$ cat config.mk
export PLATFORM = sky130hd
export DESIGN_NAME = rsqd_final
export DESIGN_NICKNAME = d
export VERILOG_FILES = /design/src/rsqd_pkg.sv /design/src/rsqd_final.sv
export SDC_FILE = /design/constraint.sdc
export NUM_CORES = 2
export LEC_CHECK = 0
export BUFFER_PORTS_ARGS = -buffer_cell sky130_fd_sc_hd__buf_4
export CAP_MARGIN = 0
export CORE_MARGIN = 2
export CORE_UTILIZATION = 45
export DETAILED_ROUTE_END_ITERATION = 10
export RECOVER_POWER = 50
export SLEW_MARGIN = 40
export SYNTH_ARGS = -nofsm -noshare
export SYNTH_HDL_FRONTEND = slang
export SYNTH_SLANG_ARGS = --single-unit
$ cat constraint.sdc
create_clock -name clk -period 8.6 [get_ports clk]
set_input_delay 0.86 -clock clk [delete_from_list [all_inputs] [get_ports clk]]
set_output_delay 0.86 -clock clk [all_outputs]
set_load 0.02 [all_outputs]
$ cat src/rsqd_pkg.sv
package rsqd_pkg;

  // Number of Newton-Raphson refinements applied to the interpolated seed.
  localparam int NEWTON_STEPS = 2;

  localparam logic KIND_RSQRT = 1'b0;
  localparam logic KIND_DIST  = 1'b1;

  localparam logic [31:0] RSQRT_OF_ZERO = 32'hFFFF_FFFF;
  localparam logic [31:0] RSQRT_OF_ONE  = 32'd65536;
  localparam logic [31:0] THREE_Q16     = 32'h0003_0000;

  // Side data that rides along with an operand through the pipeline.
  typedef struct packed {
    logic        kind;
    logic        reduced;
    logic        is_zero;
    logic        is_one;
    logic [47:0] sq_sum;
  } side_t;

  // Position of the highest set bit; 0 for an operand of 0 or 1.
  function automatic logic [4:0] top_bit(input logic [31:0] v);
    logic [4:0] e;
    e = 5'd0;
    for (int k = 1; k < 32; k++) begin
      if (v[k]) begin
        e = 5'(k);
      end
    end
    return e;
  endfunction

  // Seed table, roughly 65536 * 2^(-e/2).
  function automatic logic [15:0] seed_rom(input logic [4:0] idx);
    logic [15:0] r;
    case (idx)
      5'd0:  r = 16'd65535;
      5'd1:  r = 16'd46341;
      5'd2:  r = 16'd32768;
      5'd3:  r = 16'd23170;
      5'd4:  r = 16'd16384;
      5'd5:  r = 16'd11585;
      5'd6:  r = 16'd8192;
      5'd7:  r = 16'd5793;
      5'd8:  r = 16'd4096;
      5'd9:  r = 16'd2896;
      5'd10: r = 16'd2048;
      5'd11: r = 16'd1448;
      5'd12: r = 16'd1024;
      5'd13: r = 16'd724;
      5'd14: r = 16'd512;
      5'd15: r = 16'd362;
      5'd16: r = 16'd256;
      5'd17: r = 16'd181;
      5'd18: r = 16'd128;
      5'd19: r = 16'd90;
      5'd20: r = 16'd64;
      5'd21: r = 16'd45;
      5'd22: r = 16'd32;
      5'd23: r = 16'd23;
      5'd24: r = 16'd16;
      5'd25: r = 16'd11;
      5'd26: r = 16'd8;
      5'd27: r = 16'd6;
      5'd28: r = 16'd4;
      5'd29: r = 16'd3;
      5'd30: r = 16'd2;
      5'd31: r = 16'd1;
      default: r = 16'd0;
    endcase
    return r;
  endfunction

endpackage

$ cat src/rsqd_final.sv
// Special operands, distance product and result formatting.
module rsqd_final (
  input  logic            clk,
  input  logic            rst,
  input  logic            in_valid,
  output logic            in_ready,
  input  logic [31:0]     y_in,
  input  rsqd_pkg::side_t side_in,
  output logic            out_valid,
  input  logic            out_ready,
  output logic [31:0]     answer,
  output logic            range_reduced
);

  logic            vld1, vld2;
  logic            rdy1, rdy2;
  logic [31:0]     inv_c, inv1;
  logic [63:0]     plo1;
  logic [31:0]     phi1;
  logic [47:0]     prod;
  rsqd_pkg::side_t side1;

  assign rdy2     = !vld2 || out_ready;
  assign rdy1     = !vld1 || rdy2;
  assign in_ready = rdy1;

  always_ff @(posedge clk) begin
    if (rst) begin
      vld1 <= 1'b0;
      vld2 <= 1'b0;
    end else begin
      if (rdy1) vld1 <= in_valid;
      if (rdy2) vld2 <= vld1;
    end
  end

  always_comb begin
    if (side_in.is_zero) begin
      inv_c = rsqd_pkg::RSQRT_OF_ZERO;
    end else if (side_in.is_one) begin
      inv_c = rsqd_pkg::RSQRT_OF_ONE;
    end else begin
      inv_c = y_in;
    end
  end

  // only the low 48 bits of sum * inv reach the answer
  always_ff @(posedge clk) begin
    if (rdy1) begin
      inv1  <= inv_c;
      plo1  <= side_in.sq_sum[31:0] * inv_c;
      phi1  <= side_in.sq_sum[47:32] * inv_c[15:0];
      side1 <= side_in;
    end
  end

  assign prod = plo1[47:0] + {phi1[15:0], 32'h0000_0000};

  always_ff @(posedge clk) begin
    if (rdy2) begin
      range_reduced <= side1.reduced;
      if (side1.kind == rsqd_pkg::KIND_RSQRT) begin
        answer <= inv1;
      end else if (side1.reduced) begin
        answer <= {prod[39:16], 8'h00};
      end else begin
        answer <= prod[47:16];
      end
    end
  end

  assign out_valid = vld2;

endmodule

==> flow_summary_export.csv <==
group,metric,value,unit
clocking,cts_max_path_buffers,2,
sta,finalSetupViolations,0,
yosys,synthesized_net_count,5025,
global_routing,gr-total-overflow,0,
sta,min_period,8.314,ns
critical_path,crit_path_top_delay_cell,"sky130_fd_sc_hd__clkbuf_1",
global_routing,grt_start_max_net_pins,54,
floorplanning,std_cell_rows,104,
clocking,h-tree-depth,4,
clocking,clock-sinks,117,
sta,maxSlewViolCount,62,
critical_path,critical_path_required,8.75,ns
yosys,cells_after_synthesis,3841,
floorplanning,die_h,288.2,um
clocking,post-cts-setup-buffers,0,
sta,layout_skew,0.01230,ns
sta,timing_hold_violations_final,0,
critical_path,critical_path_class,"input pin to register",
clocking,cts.root.buffer_cell,"sky130_fd_sc_hd__clkbuf_16",
worst_hold_path,hold_path_class,"register to register",
route,vias_per_cell,5.060,
route,detail_route.drc_violations,0,
floorplanning,fp.dieW,288.2,um
critical_path,critPathMaxFanout,31,
placement,gp_routability_congestion,0.8728,
route,route.detailed.wl_per_inst,19.60,um
global_routing,grt_antenna_before_repair,1,
yosys,yosysWarningCount,0,
route,drt_first_pass_iters,6,
yosys,synth_enable_flop_cells,115,
placement,detailedPlacementHpwl,81.57,mm
sta,rsz0062_at_grt,"no",
floorplanning,design.portCount,123,
worst_hold_path,hold-path-cell-count,0,
clocking,clk_transition_reported_paths,0.06,ns
status,run_status,"complete, but fails checks",
status,failed_checks,"capacitance limit, slew limit",
critical_path,r2r-start,"plo1[32]$_DFFE_PP_",
yosys,synth-async-reset-ratio,0,%
clocking,cts-buffers-inserted,17,
yosys,sequential_cell_area_fraction_in_the_yosys_report,9.610,%
sta,relSlewSlack,-16.11,%
sta,layout_worst_path_cycle_share,96.68,%
clocking,post_cts_resize_count,0,
flow_run,drv_cap,3,
placement,port_buffers,122,
critical_path,reg2reg_setup_slack,5.24,ns
sta,achievable-frequency,120.3,MHz
route,number_of_vias_after_detailed_routing,25060,
global_routing,globalRouteTotalUtil,24.57,%
clocking,cts_tree,"yes",
sta,fin_tns_setup,0,ns
floorplanning,fp.dieArea,83070,sq um
cells_and_area,num-fill-cells,7635,
route,antenna_left,0,
sta,max_slew.worst_pin.slew,1.742,ns
clocking,clk_latency,0.42,ns
critical_path,cpMostUsedCell,"sky130_fd_sc_hd__fa_1",
global_routing,via_count_of_the_first_global_routing_pass,26980,
sta,holdWs,0.4623,ns
critical_path,worst-endpoint-arrival,8.47,ns
floorplanning,coreArea,80290,sq um
cells_and_area,post_route_cells_drive_above_1_share,5.962,%
critical_path,endpoint_kind_of_the_worst_setup_timing_path,"register",
critical_path,regToRegEndpoint,"answer[30]$_DFFE_PP_",
critical_path,critical-path-max-stage-delay,0.85,ns
critical_path,critical_path.n_buffers_inverters,7,
floorplanning,floorplan.initialDensity,45.27,%
route,detail_route.wirelength,97.05,mm
cells_and_area,areaGrowthSynthToFinish,7.900,%
critical_path,start_kind,"input pin",
route,drt-initial-drc-count,1287,
yosys,dominantRegCellSynth,"sky130_fd_sc_hd__edfxtp_1",
global_routing,grt_pass1_wl,154.6,mm
yosys,synth_seq_cells,117,
clocking,cts_hold_buffers,0,
cells_and_area,design.final.nets,5062,
yosys,synth.lib_cells_used.distinct,62,
yosys,synth_area,36350,sq um
critical_path,critical-path-top-delay-family,"adder cells",
yosys,synth.avg_cell_area,9.464,sq um
worst_hold_path,whs_endpoint,"range_reduced$_DFFE_PP_",
critical_path,rr_worst_depth,12,
worst_hold_path,min_from,"side1[50]$_DFFE_PP_",
## worst reg2reg max path, stage by stage (launching register included)
cell and delay (ns):
sky130_fd_sc_hd__edfxtp_1 0.33, sky130_fd_sc_hd__ha_1 0.20, sky130_fd_sc_hd__inv_1 0.07, sky130_fd_sc_hd__fa_1 0.42
sky130_fd_sc_hd__nor2b_1 0.13, sky130_fd_sc_hd__o21ai_1 0.08, sky130_fd_sc_hd__a21oi_1 0.23, sky130_fd_sc_hd__o211ai_1 0.14
sky130_fd_sc_hd__a21oi_1 0.21, sky130_fd_sc_hd__nor3_1 0.12, sky130_fd_sc_hd__o41ai_1 0.70, sky130_fd_sc_hd__mux2i_1 0.16
sky130_fd_sc_hd__a211o_1 0.33
## cell usage after synthesis (8+ instances only)
master | count | area share [%]
sky130_fd_sc_hd__ha_1 | 237 | 8.2
sky130_fd_sc_hd__a21oi_1 | 57 | 0.78
sky130_fd_sc_hd__a31oi_1 | 9 | 0.15
sky130_fd_sc_hd__inv_1 | 923 | 9.5
sky130_fd_sc_hd__xor2_1 | 27 | 0.65
sky130_fd_sc_hd__o21ai_0 | 11 | 0.15
sky130_fd_sc_hd__buf_1 | 14 | 0.14
sky130_fd_sc_hd__nand3_1 | 10 | 0.14
sky130_fd_sc_hd__a22o_1 | 8 | 0.19
sky130_fd_sc_hd__fa_1 | 859 | 47
sky130_fd_sc_hd__nor3_1 | 10 | 0.14
sky130_fd_sc_hd__a21o_1 | 50 | 1.0
sky130_fd_sc_hd__edfxtp_1 | 115 | 9.5
sky130_fd_sc_hd__nor2_1 | 53 | 0.55
sky130_fd_sc_hd__nand2_1 | 507 | 5.2
sky130_fd_sc_hd__clkbuf_1 | 194 | 2.0
sky130_fd_sc_hd__xnor2_1 | 87 | 2.1
sky130_fd_sc_hd__and2_1 | 561 | 9.7
sky130_fd_sc_hd__mux2i_1 | 13 | 0.36
## layout make-up
cell class	count	area (sq um)	area share [%]
multi-input combinational	2592	28610	72.94
sequential	117	3493	8.907
inverter	924	3468	8.843
timing repair buffer	226	1709	4.358
tap	1060	1326	3.381
clock buffer	19	432.9	1.104
clock inverter	13	180.2	0.4594
antenna	1	2.502	0.006380
## layout by cell type, fill, tap and decap left out, drive strengths merged, types with 4 or more instances in the layout
master | synthesis | final
and2 | 561 | 561
o21ai | 20 | 20
mux2i | 13 | 13
inv | 924 | 926
nor2 | 53 | 53
clkbuf | 194 | 62
bufinv | 0 | 4
a21oi | 58 | 58
edfxtp | 115 | 115
ha | 237 | 237
nor2b | 7 | 7
o31a | 4 | 4
a21o | 51 | 51
o21a | 7 | 7
buf | 14 | 183
or3 | 6 | 6
xnor2 | 87 | 87
xor2 | 27 | 27
a211o | 5 | 5
o21bai | 6 | 6
clkinv | 0 | 5
nor3 | 10 | 10
fa | 859 | 859
a22o | 8 | 8
nand2 | 507 | 507
a31oi | 9 | 9
and3 | 5 | 5
nand3 | 10 | 10
## worst max-delay path by stage
stage,end,cells after the start,slack [ns],startpoint
after global placement,plo1[35]$_DFFE_PP_,29,0.1,side_in[48]
after CTS,plo1[35]$_DFFE_PP_,29,0.48,side_in[48]
after detailed placement,plo1[35]$_DFFE_PP_,29,0.03,side_in[48]
after global routing,plo1[47]$_DFFE_PP_,27,0.06,side_in[48]
after floorplan,plo1[47]$_DFFE_PP_,28,0.03,side_in[48]
final,plo1[47]$_DFFE_PP_,27,0.29,side_in[48]
## per-stage QoR
stage | area (sq um) | setup slack (ns) | utilization, % | instances
2_1_floorplan | 36350 | 0.03422 | - | 3841
3_5_place_dp | 38760 | 0.03347 | 48.28 | 4919
3_3_place_gp | 38760 | 0.09839 | 48.28 | 4919
4_1_cts | 39380 | 0.4785 | 49.05 | 4951
5_1_grt | 39220 | 0.05587 | 48.85 | 4951
6_report | 39220 | 0.2859 | 48.85 | 4952
## cell families after synthesis
group                    count (synthesis)  share of synthesized area [%]
adder cells (fa/ha/maj)               1096                          55.47
AO/OA/AOI/OAI                          198                          3.855
flip-flops                             117                          9.610
buffers and inverters                 1132                          11.69
XOR/XNOR                               114                          2.747
multiplexers                            15                         0.4199
AND/OR/NAND/NOR                       1169                          16.21
## registers in the layout, summed over array words and instances (netlist names)
signal / flops
answer: 32
phi1: 16
inv1: 32
plo1: 32
vld1: 1
range_reduced: 1
side1: 2
out_valid: 1
## routing by layer
metal / part of all wire, % / vias up / track usage (%)
li1: - / 11200 / -
met3: 3.8 / 129 / 2.006
met4: 3.2 / 0 / 6.891
met5: 0 / - / 0
met2: 51 / 592 / 43.63
met1: 42 / 13140 / 32.33
Power is left out: the tool's default activity adds up to more than one toggle a clock period on the data nets, which glitch-free logic cannot reach.
